File: config.mk
export PLATFORM = sky130hd
export DESIGN_NAME = subrecord_stream_splitter_flat
export DESIGN_NICKNAME = d
export VERILOG_FILES = /design/src/hw/rtl/sss_pkg.sv /design/src/hw/rtl/sss_in_if.sv /design/src/hw/rtl/sss_out_if.sv /design/src/hw/rtl/subrecord_stream_splitter.sv /design/src/hw/rtl/sss_parser.sv /design/src/hw/rtl/sss_result_fifo.sv /design/src/flat_wrapper.sv
export SDC_FILE = /design/constraint.sdc
export NUM_CORES = 1
export LEC_CHECK = 0
export BUFFER_PORTS_ARGS = -buffer_cell sky130_fd_sc_hd__buf_2
export CORE_MARGIN = 4
export CORE_UTILIZATION = 60
export DETAILED_ROUTE_END_ITERATION = 16
export PLACE_DENSITY = 0.78
export SLEW_MARGIN = 5
export SYNTH_ARGS = -nofsm -noshare
export SYNTH_HDL_FRONTEND = slang
export SYNTH_SLANG_ARGS = --single-unit
export TNS_END_PERCENT = 30
File: constraint.sdc
create_clock -name i_clk -period 12.3 [get_ports i_clk]
set_input_delay 0.615 -clock i_clk [delete_from_list [all_inputs] [get_ports i_clk]]
set_output_delay 0.615 -clock i_clk [all_outputs]
set_load 0.01 [all_outputs]
File: src/hw/rtl/sss_pkg.sv
// Package for the subrecord stream splitter.
// Holds result kinds, parser phases, header constants, result-queue sizing and shared types.
// No dependencies.
`default_nettype none

package sss_pkg;

    // Result kinds
    localparam logic [1:0] KIND_SUBREC = 2'd0;
    localparam logic [1:0] KIND_OK     = 2'd1;
    localparam logic [1:0] KIND_BAD    = 2'd2;

    // Parser phases (the unused code behaves as header)
    localparam logic [1:0] PH_HEADER   = 2'd0;
    localparam logic [1:0] PH_OVERRIDE = 2'd1;
    localparam logic [1:0] PH_PAYLOAD  = 2'd2;

    // Subrecord header constants
    localparam logic [31:0] OVERRIDE_TYPE = 32'h5858_5858;  // "XXXX"
    localparam logic [2:0]  HEADER_LEN    = 3'd6;
    localparam logic [2:0]  OVERRIDE_LEN  = 3'd4;

    // Result queue sizing (room for two results per request plus slack)
    localparam int FIFO_DEPTH = 4;
    localparam int FIFO_PTR_W = $clog2(FIFO_DEPTH);

    // One result item
    typedef struct packed {
        logic [1:0]  kind;
        logic [31:0] type_code;
        logic [31:0] data_offset;
        logic [31:0] data_size;
        logic        last_of_run;
    } t_result;

    // Results produced by one input request, in order
    typedef struct packed {
        logic [1:0] count;
        t_result    res0;
        t_result    res1;
    } t_step;

endpackage

`default_nettype wire

File: src/hw/rtl/sss_in_if.sv
// Input channel of the subrecord stream splitter: one body byte per request.
// No dependencies.
`default_nettype none

interface sss_in_if;
    logic       valid;
    logic       ready;
    logic [7:0] data_byte;
    logic       end_of_buffer;

    modport source (output valid, output data_byte, output end_of_buffer, input ready);
    modport sink   (input valid, input data_byte, input end_of_buffer, output ready);
endinterface

`default_nettype wire

File: src/hw/rtl/sss_out_if.sv
// Output channel of the subrecord stream splitter: one result per request.
// No dependencies.
`default_nettype none

interface sss_out_if;
    logic        valid;
    logic        ready;
    logic [1:0]  kind;
    logic [31:0] type_code;
    logic [31:0] data_offset;
    logic [31:0] data_size;
    logic        last_of_run;

    modport source (output valid, output kind, output type_code, output data_offset,
                    output data_size, output last_of_run, input ready);
    modport sink   (input valid, input kind, input type_code, input data_offset,
                    input data_size, input last_of_run, output ready);
endinterface

`default_nettype wire

File: src/hw/rtl/subrecord_stream_splitter.sv
// Top level of the subrecord stream splitter.
// Depends on sss_pkg, sss_in_if, sss_out_if, sss_parser and sss_result_fifo.
//
// Takes one record-body byte per request and splits the body into subrecords
// (4-byte type, 16-bit little-endian size, data; an XXXX subrecord of size 4
// overrides the next size with 32 bits). Each complete subrecord is reported
// with its type, data offset and size, and the final byte of a buffer always
// yields a status result (ok or malformed) with last_of_run set. A byte is
// parsed in the cycle it is accepted, so the block takes one byte per clock;
// its results are written to a four-entry queue and leave at one per clock
// while the sink is ready. The input stalls only when the queue has fewer than
// two free entries, which happens only when the sink stalls: a final byte that
// also completes a subrecord adds two results at once, but the byte before it
// never adds one, so with a ready sink the queue never holds more than two.
`default_nettype none

module subrecord_stream_splitter (
    input  wire logic i_clk,
    input  wire logic i_rst_n,
    sss_in_if.sink    i_in,
    sss_out_if.source o_out
);

    sss_pkg::t_step w_step;
    logic           w_room;
    logic           w_take;

    assign i_in.ready = w_room;
    assign w_take     = i_in.valid && w_room;

    sss_parser u_parser (
        .i_clk           (i_clk),
        .i_rst_n         (i_rst_n),
        .i_take          (w_take),
        .i_data_byte     (i_in.data_byte),
        .i_end_of_buffer (i_in.end_of_buffer),
        .o_step          (w_step)
    );

    sss_result_fifo u_fifo (
        .i_clk   (i_clk),
        .i_rst_n (i_rst_n),
        .i_push  (w_take),
        .i_step  (w_step),
        .o_room  (w_room),
        .o_out   (o_out)
    );

endmodule

`default_nettype wire

File: src/hw/rtl/sss_parser.sv
// Byte-at-a-time subrecord parser: header, size override and payload tracking.
// Depends on sss_pkg.
`default_nettype none

module sss_parser (
    input  wire logic           i_clk,
    input  wire logic           i_rst_n,
    input  wire logic           i_take,
    input  wire logic [7:0]     i_data_byte,
    input  wire logic           i_end_of_buffer,
    output sss_pkg::t_step      o_step
);

    logic [31:0] r_pos,   n_pos;
    logic [1:0]  r_phase, n_phase;
    logic [2:0]  r_cnt,   n_cnt;
    logic [47:0] r_hdr,   n_hdr;
    logic [31:0] r_ovr,   n_ovr;
    logic        r_pend,  n_pend;
    logic [31:0] r_rem,   n_rem;
    logic [31:0] r_start, n_start;
    logic        r_err,   n_err;

    // Next state and results for the byte at the input
    always_comb begin
        logic [31:0]      v_next;
        logic [31:0]      v_rem_dec;
        logic [2:0]       v_c;
        logic [2:0]       v_c1;
        logic [2:0]       v_ocnt;
        logic [31:0]      v_actual;
        logic             v_sub;
        sss_pkg::t_result v_sub_res;
        sss_pkg::t_result v_stat_res;

        v_next    = r_pos + 32'd1;
        v_rem_dec = r_rem - 32'd1;
        v_c       = (r_cnt >= sss_pkg::HEADER_LEN) ? 3'd0 : r_cnt;
        v_c1      = v_c + 3'd1;
        v_ocnt    = r_cnt + 3'd1;
        v_actual  = r_pend ? r_ovr : {16'd0, i_data_byte, r_hdr[39:32]};
        v_sub     = 1'b0;
        v_sub_res = '0;
        v_sub_res.kind = sss_pkg::KIND_SUBREC;

        n_pos   = v_next;
        n_phase = r_phase;
        n_cnt   = r_cnt;
        n_hdr   = r_hdr;
        n_ovr   = r_ovr;
        n_pend  = r_pend;
        n_rem   = r_rem;
        n_start = r_start;
        n_err   = r_err;

        if (!r_err) begin
            if (r_phase == sss_pkg::PH_OVERRIDE) begin
                // Collect the 32-bit little-endian override size
                n_ovr = r_ovr | ({24'd0, i_data_byte} << {r_cnt[1:0], 3'b000});
                n_cnt = v_ocnt;
                if (v_ocnt >= sss_pkg::OVERRIDE_LEN) begin
                    n_pend  = 1'b1;
                    n_phase = sss_pkg::PH_HEADER;
                    n_cnt   = 3'd0;
                end
            end else if (r_phase == sss_pkg::PH_PAYLOAD) begin
                // Count down payload bytes; report on the last one
                n_rem = v_rem_dec;
                if (v_rem_dec == 32'd0) begin
                    v_sub                 = 1'b1;
                    v_sub_res.type_code   = r_hdr[31:0];
                    v_sub_res.data_offset = r_start;
                    v_sub_res.data_size   = v_next - r_start;
                    n_phase               = sss_pkg::PH_HEADER;
                end
            end else begin
                // Header byte (unused phase code behaves as header)
                case (v_c)
                    3'd0:    n_hdr = {40'd0, i_data_byte};
                    3'd1:    n_hdr[15:8]  = i_data_byte;
                    3'd2:    n_hdr[23:16] = i_data_byte;
                    3'd3:    n_hdr[31:24] = i_data_byte;
                    3'd4:    n_hdr[39:32] = i_data_byte;
                    default: n_hdr[47:40] = i_data_byte;
                endcase
                n_cnt   = v_c1;
                n_phase = sss_pkg::PH_HEADER;
                if (v_c1 == sss_pkg::HEADER_LEN) begin
                    n_cnt = 3'd0;
                    if (r_hdr[31:0] == sss_pkg::OVERRIDE_TYPE) begin
                        if ({i_data_byte, r_hdr[39:32]} != {13'd0, sss_pkg::OVERRIDE_LEN}) begin
                            n_err = 1'b1;
                        end else begin
                            n_phase = sss_pkg::PH_OVERRIDE;
                            n_ovr   = 32'd0;
                        end
                    end else begin
                        n_pend  = 1'b0;
                        n_start = v_next;
                        if (v_actual == 32'd0) begin
                            v_sub                 = 1'b1;
                            v_sub_res.type_code   = r_hdr[31:0];
                            v_sub_res.data_offset = v_next;
                            v_sub_res.data_size   = 32'd0;
                        end else begin
                            n_rem   = v_actual;
                            n_phase = sss_pkg::PH_PAYLOAD;
                        end
                    end
                end
            end
        end

        // Buffer status on the final byte
        v_stat_res             = '0;
        v_stat_res.last_of_run = 1'b1;
        v_stat_res.kind = (n_err || n_phase == sss_pkg::PH_OVERRIDE ||
                           n_phase == sss_pkg::PH_PAYLOAD) ?
                          sss_pkg::KIND_BAD : sss_pkg::KIND_OK;

        o_step.count = {1'b0, v_sub} + {1'b0, i_end_of_buffer};
        o_step.res0  = v_sub ? v_sub_res : v_stat_res;
        o_step.res1  = v_stat_res;

        if (i_end_of_buffer) begin
            n_pos   = 32'd0;
            n_phase = sss_pkg::PH_HEADER;
            n_cnt   = 3'd0;
            n_pend  = 1'b0;
            n_start = 32'd0;
            n_err   = 1'b0;
        end
    end

    // Parser state, updated once per accepted request
    always_ff @(posedge i_clk) begin
        if (!i_rst_n) begin
            r_pos   <= 32'd0;
            r_phase <= sss_pkg::PH_HEADER;
            r_cnt   <= 3'd0;
            r_hdr   <= 48'd0;
            r_ovr   <= 32'd0;
            r_pend  <= 1'b0;
            r_rem   <= 32'd0;
            r_start <= 32'd0;
            r_err   <= 1'b0;
        end else if (i_take) begin
            r_pos   <= n_pos;
            r_phase <= n_phase;
            r_cnt   <= n_cnt;
            r_hdr   <= n_hdr;
            r_ovr   <= n_ovr;
            r_pend  <= n_pend;
            r_rem   <= n_rem;
            r_start <= n_start;
            r_err   <= n_err;
        end
    end

endmodule

`default_nettype wire

File: src/hw/rtl/sss_result_fifo.sv
// Small result queue: takes up to two results per cycle, hands out one.
// Depends on sss_pkg and sss_out_if.
`default_nettype none

module sss_result_fifo (
    input  wire logic           i_clk,
    input  wire logic           i_rst_n,
    input  wire logic           i_push,
    input  wire sss_pkg::t_step i_step,
    output logic                o_room,
    sss_out_if.source           o_out
);

    localparam int PW = sss_pkg::FIFO_PTR_W;

    sss_pkg::t_result r_mem [sss_pkg::FIFO_DEPTH];
    logic [PW-1:0]    r_wp, n_wp;
    logic [PW-1:0]    r_rp, n_rp;
    logic [PW:0]      r_cnt, n_cnt;
    logic [1:0]       w_npush;
    logic             w_pop;
    logic [PW-1:0]    w_wp1;

    assign w_npush = i_push ? i_step.count : 2'd0;
    assign w_pop   = o_out.valid && o_out.ready;
    assign w_wp1   = r_wp + PW'(1);
    assign o_room  = r_cnt <= (PW+1)'(sss_pkg::FIFO_DEPTH - 2);

    // Pointer and fill bookkeeping
    always_comb begin
        n_wp  = r_wp + PW'(w_npush);
        n_rp  = w_pop ? r_rp + PW'(1) : r_rp;
        n_cnt = r_cnt + (PW+1)'(w_npush) - (PW+1)'(w_pop);
    end

    always_ff @(posedge i_clk) begin
        if (!i_rst_n) begin
            r_wp  <= '0;
            r_rp  <= '0;
            r_cnt <= '0;
        end else begin
            r_wp  <= n_wp;
            r_rp  <= n_rp;
            r_cnt <= n_cnt;
        end
    end

    // Result storage
    always_ff @(posedge i_clk) begin
        if (w_npush != 2'd0) begin
            r_mem[r_wp] <= i_step.res0;
        end
        if (w_npush == 2'd2) begin
            r_mem[w_wp1] <= i_step.res1;
        end
    end

    // Head of queue drives the output channel
    assign o_out.valid       = r_cnt != '0;
    assign o_out.kind        = r_mem[r_rp].kind;
    assign o_out.type_code   = r_mem[r_rp].type_code;
    assign o_out.data_offset = r_mem[r_rp].data_offset;
    assign o_out.data_size   = r_mem[r_rp].data_size;
    assign o_out.last_of_run = r_mem[r_rp].last_of_run;

endmodule

`default_nettype wire
File: src/flat_wrapper.sv
// flat-port wrapper written by rule: the top's interface ports become plain ports
module subrecord_stream_splitter_flat 
  (i_clk, i_rst_n, i_in_valid, i_in_data_byte, i_in_end_of_buffer, i_in_ready, o_out_valid, o_out_kind, o_out_type_code, o_out_data_offset, o_out_data_size, o_out_last_of_run, o_out_ready);
  sss_in_if i_in_i ();
  sss_out_if o_out_i ();
  input  wire logic i_clk;
  input  wire logic i_rst_n;
  input wire logic [$bits(i_in_i.valid)-1:0] i_in_valid;
  input wire logic [$bits(i_in_i.data_byte)-1:0] i_in_data_byte;
  input wire logic [$bits(i_in_i.end_of_buffer)-1:0] i_in_end_of_buffer;
  output wire logic [$bits(i_in_i.ready)-1:0] i_in_ready;
  output wire logic [$bits(o_out_i.valid)-1:0] o_out_valid;
  output wire logic [$bits(o_out_i.kind)-1:0] o_out_kind;
  output wire logic [$bits(o_out_i.type_code)-1:0] o_out_type_code;
  output wire logic [$bits(o_out_i.data_offset)-1:0] o_out_data_offset;
  output wire logic [$bits(o_out_i.data_size)-1:0] o_out_data_size;
  output wire logic [$bits(o_out_i.last_of_run)-1:0] o_out_last_of_run;
  input wire logic [$bits(o_out_i.ready)-1:0] o_out_ready;
  assign i_in_i.valid = i_in_valid;
  assign i_in_i.data_byte = i_in_data_byte;
  assign i_in_i.end_of_buffer = i_in_end_of_buffer;
  assign i_in_ready = i_in_i.ready;
  assign o_out_valid = o_out_i.valid;
  assign o_out_kind = o_out_i.kind;
  assign o_out_type_code = o_out_i.type_code;
  assign o_out_data_offset = o_out_i.data_offset;
  assign o_out_data_size = o_out_i.data_size;
  assign o_out_last_of_run = o_out_i.last_of_run;
  assign o_out_i.ready = o_out_ready;
  subrecord_stream_splitter u_core (.i_clk(i_clk), .i_rst_n(i_rst_n), .i_in(i_in_i), .o_out(o_out_i));
endmodule
==> metrics.txt <==
DRT iter0 DRCs between 2,000 and 2,500; Clock Power Share between 40% and 50%; sequential area share after synthesis 45.4%; YS warnings 0; # clock sinks 580; Post-Layout Cell Count approximately 3,400; boundary pin count 114; detail-routed via count per cell around 6.4; largest net degree at the start of global routing 115; H-tree depth 2; core area 0.0421 mm2; Final Max Slew Viols 0; area used by multi-input combinational logic about 0.013 mm2; Setup CP Type flop to flop; clk buf depth 3; post-synthesis register bit count 580; Slew HR 18.4%; ANT nets after route 0; via count 21,500; area occupied by registers between 0.01 and 0.015 mm2; P per Cell Area around 150 mW/mm2; final hold viol count 0; dominant cell type by area after synthesis dfxtp_1; Final period util 53.8%; FF-to-FF path depth 16; CP required about 13 ns; slew of the pin with the lowest slew margin approximately 1.2 ns; CP startpoint kind flop; GP Congestion approximately 0.92; arrival time at the worst endpoint about 7 ns; CP Capture Point u_core.u_fifo.r_mem[1][97]; Hold Slack 0.430 ns; Highest Clock Rate 151 MHz; Buf/Inv on CP 3; Syn Nets around 2,800; Die Width between 200 and 250 um; root buf cell clkbuf_16; antenna violations before repair 1; Avg Inst Size Synth between 9 and 10 um2; die area 0.0463 mm2; initial cell density of the core approximately three fifths; EDFF count, synth 8; clk slew on worst S/H paths 0.07 ns; switching share of power about a quarter; global-route wire length before repair 114,000 um; share of cells above drive strength 1 13.3%; Pre-antenna DRT Iters 7; CP Depth 16; DRC viols 0; total gr overflow 0; synth-to-layout area growth 10.6%; Distinct cells, synth a little over 70; leakage roughly 10 nW; final-stage net count ~2,800; Top delay family on crit path simple AND/OR/NAND/NOR gates; most frequent cells in the layout 570 x dfxtp_1, 360 x nand2_1, 311 x o21ai_0; Port Buffers 113; DP HPWL roughly 45,000 um; Overall Power about 0.0042 W; Die Ht between 200 and 250 um; Combinational Power Share roughly a tenth; Crit. End Element flop; VDD IR max around 0.00011 V; CTS buffer count just under 60; Resized cells post-CTS 0; Overall Global Routing Usage between 20 and 30%; maxcap violations 0; final setup violating endpoints 0; final core occ between 60% and 70%; unrepaired setup endpoints after global routing false; cell area after synthesis 0.0257 mm2; vias in the first global route approximately 21,000; asr flop ratio synth 0%; post-synthesis instance total ~2,800; outcome complete, no violations; part of the power in registers 46.8%; Synth area leaders dfxtp_1 45%, mux4_2 8.7%, o21ai_0 6.1%, nand2_1 5.3%, a22o_1 4.5%; Routed WL per cell between 20 and 25 um; total negative setup slack 0 ns; Worst path slowest cell buf_4; Worst path max stage delay roughly 0.86 ns; share of the synthesized area in the top cell type 44.5%; post-layout min period between 6 and 7 ns; Internal 0.00312 W; Worst Hold Class input pin to flop; worst r2r dst u_core.u_fifo.r_mem[1][97]; commonest non-fill, non-tap cell in the layout dfxtp_1; worst path cell trace nor4_1 -> nand4_1 -> o41a_1 -> a2111oi_2 -> nor2b_1 -> nand4_1 -> nor4b_1 -> o21ai_0 -> inv_1 -> ha_1 -> nand2b_1 -> a21oi_1 -> nand2_4 -> buf_4 -> inv_1 -> and3_1; NetSw 0.00109 W; r2r setup slk approximately 5.7 ns; skew final 0.0415 ns; post-CTS setup buffer count 0; Setup crit start u_core.u_parser.r_rem[0]; # rows 75; hold path cells 3; Clock Latency Late Sink about 0.64 ns; Hold Buf Count CTS 0; dpl cells 3,241; Fillers around 3,200; crit path max fanout 80; top_reg_cell synth dfxtp_1; Total Wirelength 71,100 um; r2r startpoint u_core.u_parser.r_rem[0]; CTS tree yes
==> kinds of logic (layout without fill, tap and decap cells) <==
| kind of cell | count (synthesis) | count (layout) | share of synthesized area, % |
|---|---|---|---|
| compound gates | 801 | 801 | 19.9 |
| xor+xnor | 74 | 74 | 2.52 |
| fa+ha+maj | 48 | 48 | 2.39 |
| buf+inv | 271 | 321 | 4.05 |
| flops | 580 | 580 | 45.4 |
| mux | 125 | 125 | 9.68 |
| other cells | 0 | 1 | 0 |
| simple gates | 861 | 861 | 16.0 |
==> synth_stat cells (all sizes together) (7+ instances only) <==
| cell type | number |
|---|---|
| or2 | 8 |
| o22ai | 8 |
| nand2 | 362 |
| xnor2 | 49 |
| nand3 | 51 |
| nor3 | 77 |
| nor2b | 101 |
| o221a | 7 |
| mux4 | 99 |
| a22o | 133 |
| and2 | 28 |
| o211ai | 8 |
| or3 | 10 |
| dfxtp | 572 |
| buf | 39 |
| nor4 | 23 |
| a22oi | 71 |
| xor2 | 25 |
| edfxtp | 8 |
| mux2i | 25 |
| ha | 46 |
| a21o | 15 |
| o21a | 9 |
| a21oi | 135 |
| and3 | 20 |
| nand2b | 14 |
| nor2 | 117 |
| nand4 | 20 |
| o21bai | 7 |
| a211oi | 8 |
| o21ai | 314 |
| inv | 71 |
| clkbuf | 161 |
| a21boi | 24 |
| a31oi | 20 |
==> metal layers <==
layer	routed length (um)	GRT usage [%]	vias up
met5	0	0	-
met4	2030	9.77	0
met3	5060	5.89	128
met2	33500	49.0	826
met1	30400	40.3	10600
li1	-	-	9951
==> worst min-delay path by stage <==
| stage | startpoint | end | slack, ns |
|---|---|---|---|
| final | i_in_data_byte[7] | u_core.u_parser.r_hdr[23] | 0.43 |
| after detailed placement | u_core.u_fifo.r_mem[2][0] | u_core.u_fifo.r_mem[2][0] | 0.43 |
| after global placement | u_core.u_fifo.r_mem[1][8] | u_core.u_fifo.r_mem[1][8] | 0.43 |
| after CTS | i_in_data_byte[7] | u_core.u_parser.r_hdr[23] | 0.39 |
| after global routing | i_in_data_byte[6] | u_core.u_parser.r_hdr[22] | 0.42 |
| after floorplan | u_core.u_fifo.r_mem[2][0] | u_core.u_fifo.r_mem[2][0] | 0.42 |
==> layout make-up <==
class,count,share of cell area [%]
diodes,1,0.00880
well taps,539,2.37
inverters,71,0.937
flip-flops and latches,580,41.1
clock buffers,84,6.12
multi-input cells,1909,45.8
clock inverters,24,0.884
repair buffers,142,2.76
==> flip-flops by register name (all words and copies together), names as in the netlist, named ones only <==
signal                   count
u_core.u_parser.r_err        1
u_core.u_parser.r_ovr       32
u_core.u_parser.r_hdr       40
u_core.u_fifo.r_rp           2
u_core.u_parser.r_rem       32
u_core.u_parser.r_cnt        3
u_core.u_fifo.r_wp           2
u_core.u_fifo.r_mem        396
u_core.u_fifo.r_cnt          3
u_core.u_parser.r_pos       32
u_core.u_parser.r_phase      2
u_core.u_parser.r_start     32
u_core.u_parser.r_pend       1
==> stage by stage <==
step                      setup WS (ns)  area [um2]
after floorplan                    7.88       25700
after global placement             6.17       26400
after detailed placement           5.93       26400
after CTS                          5.90       28400
after global routing               5.20       28400
final                              5.69       28400
==> worst min-delay path, stage by stage <==
cell	delay (ns)
buf_2	0.21
nand3_1	0.10
a21boi_0	0.08
==> power groups by stage <==
stage | clock network (W) | registers (W) | logic [W]
6_report | 0.00181 | 0.00197 | 0.000425
3_3_place_gp | 0 | 0.00201 | 0.000414
2_1_floorplan | 0 | 0.00196 | 0.000341
3_5_place_dp | 0 | 0.00201 | 0.000420
5_1_grt | 0.00191 | 0.00197 | 0.000456
4_1_cts | 0.00183 | 0.00197 | 0.000422
Note: power is estimated with default switching activity, not from simulation.
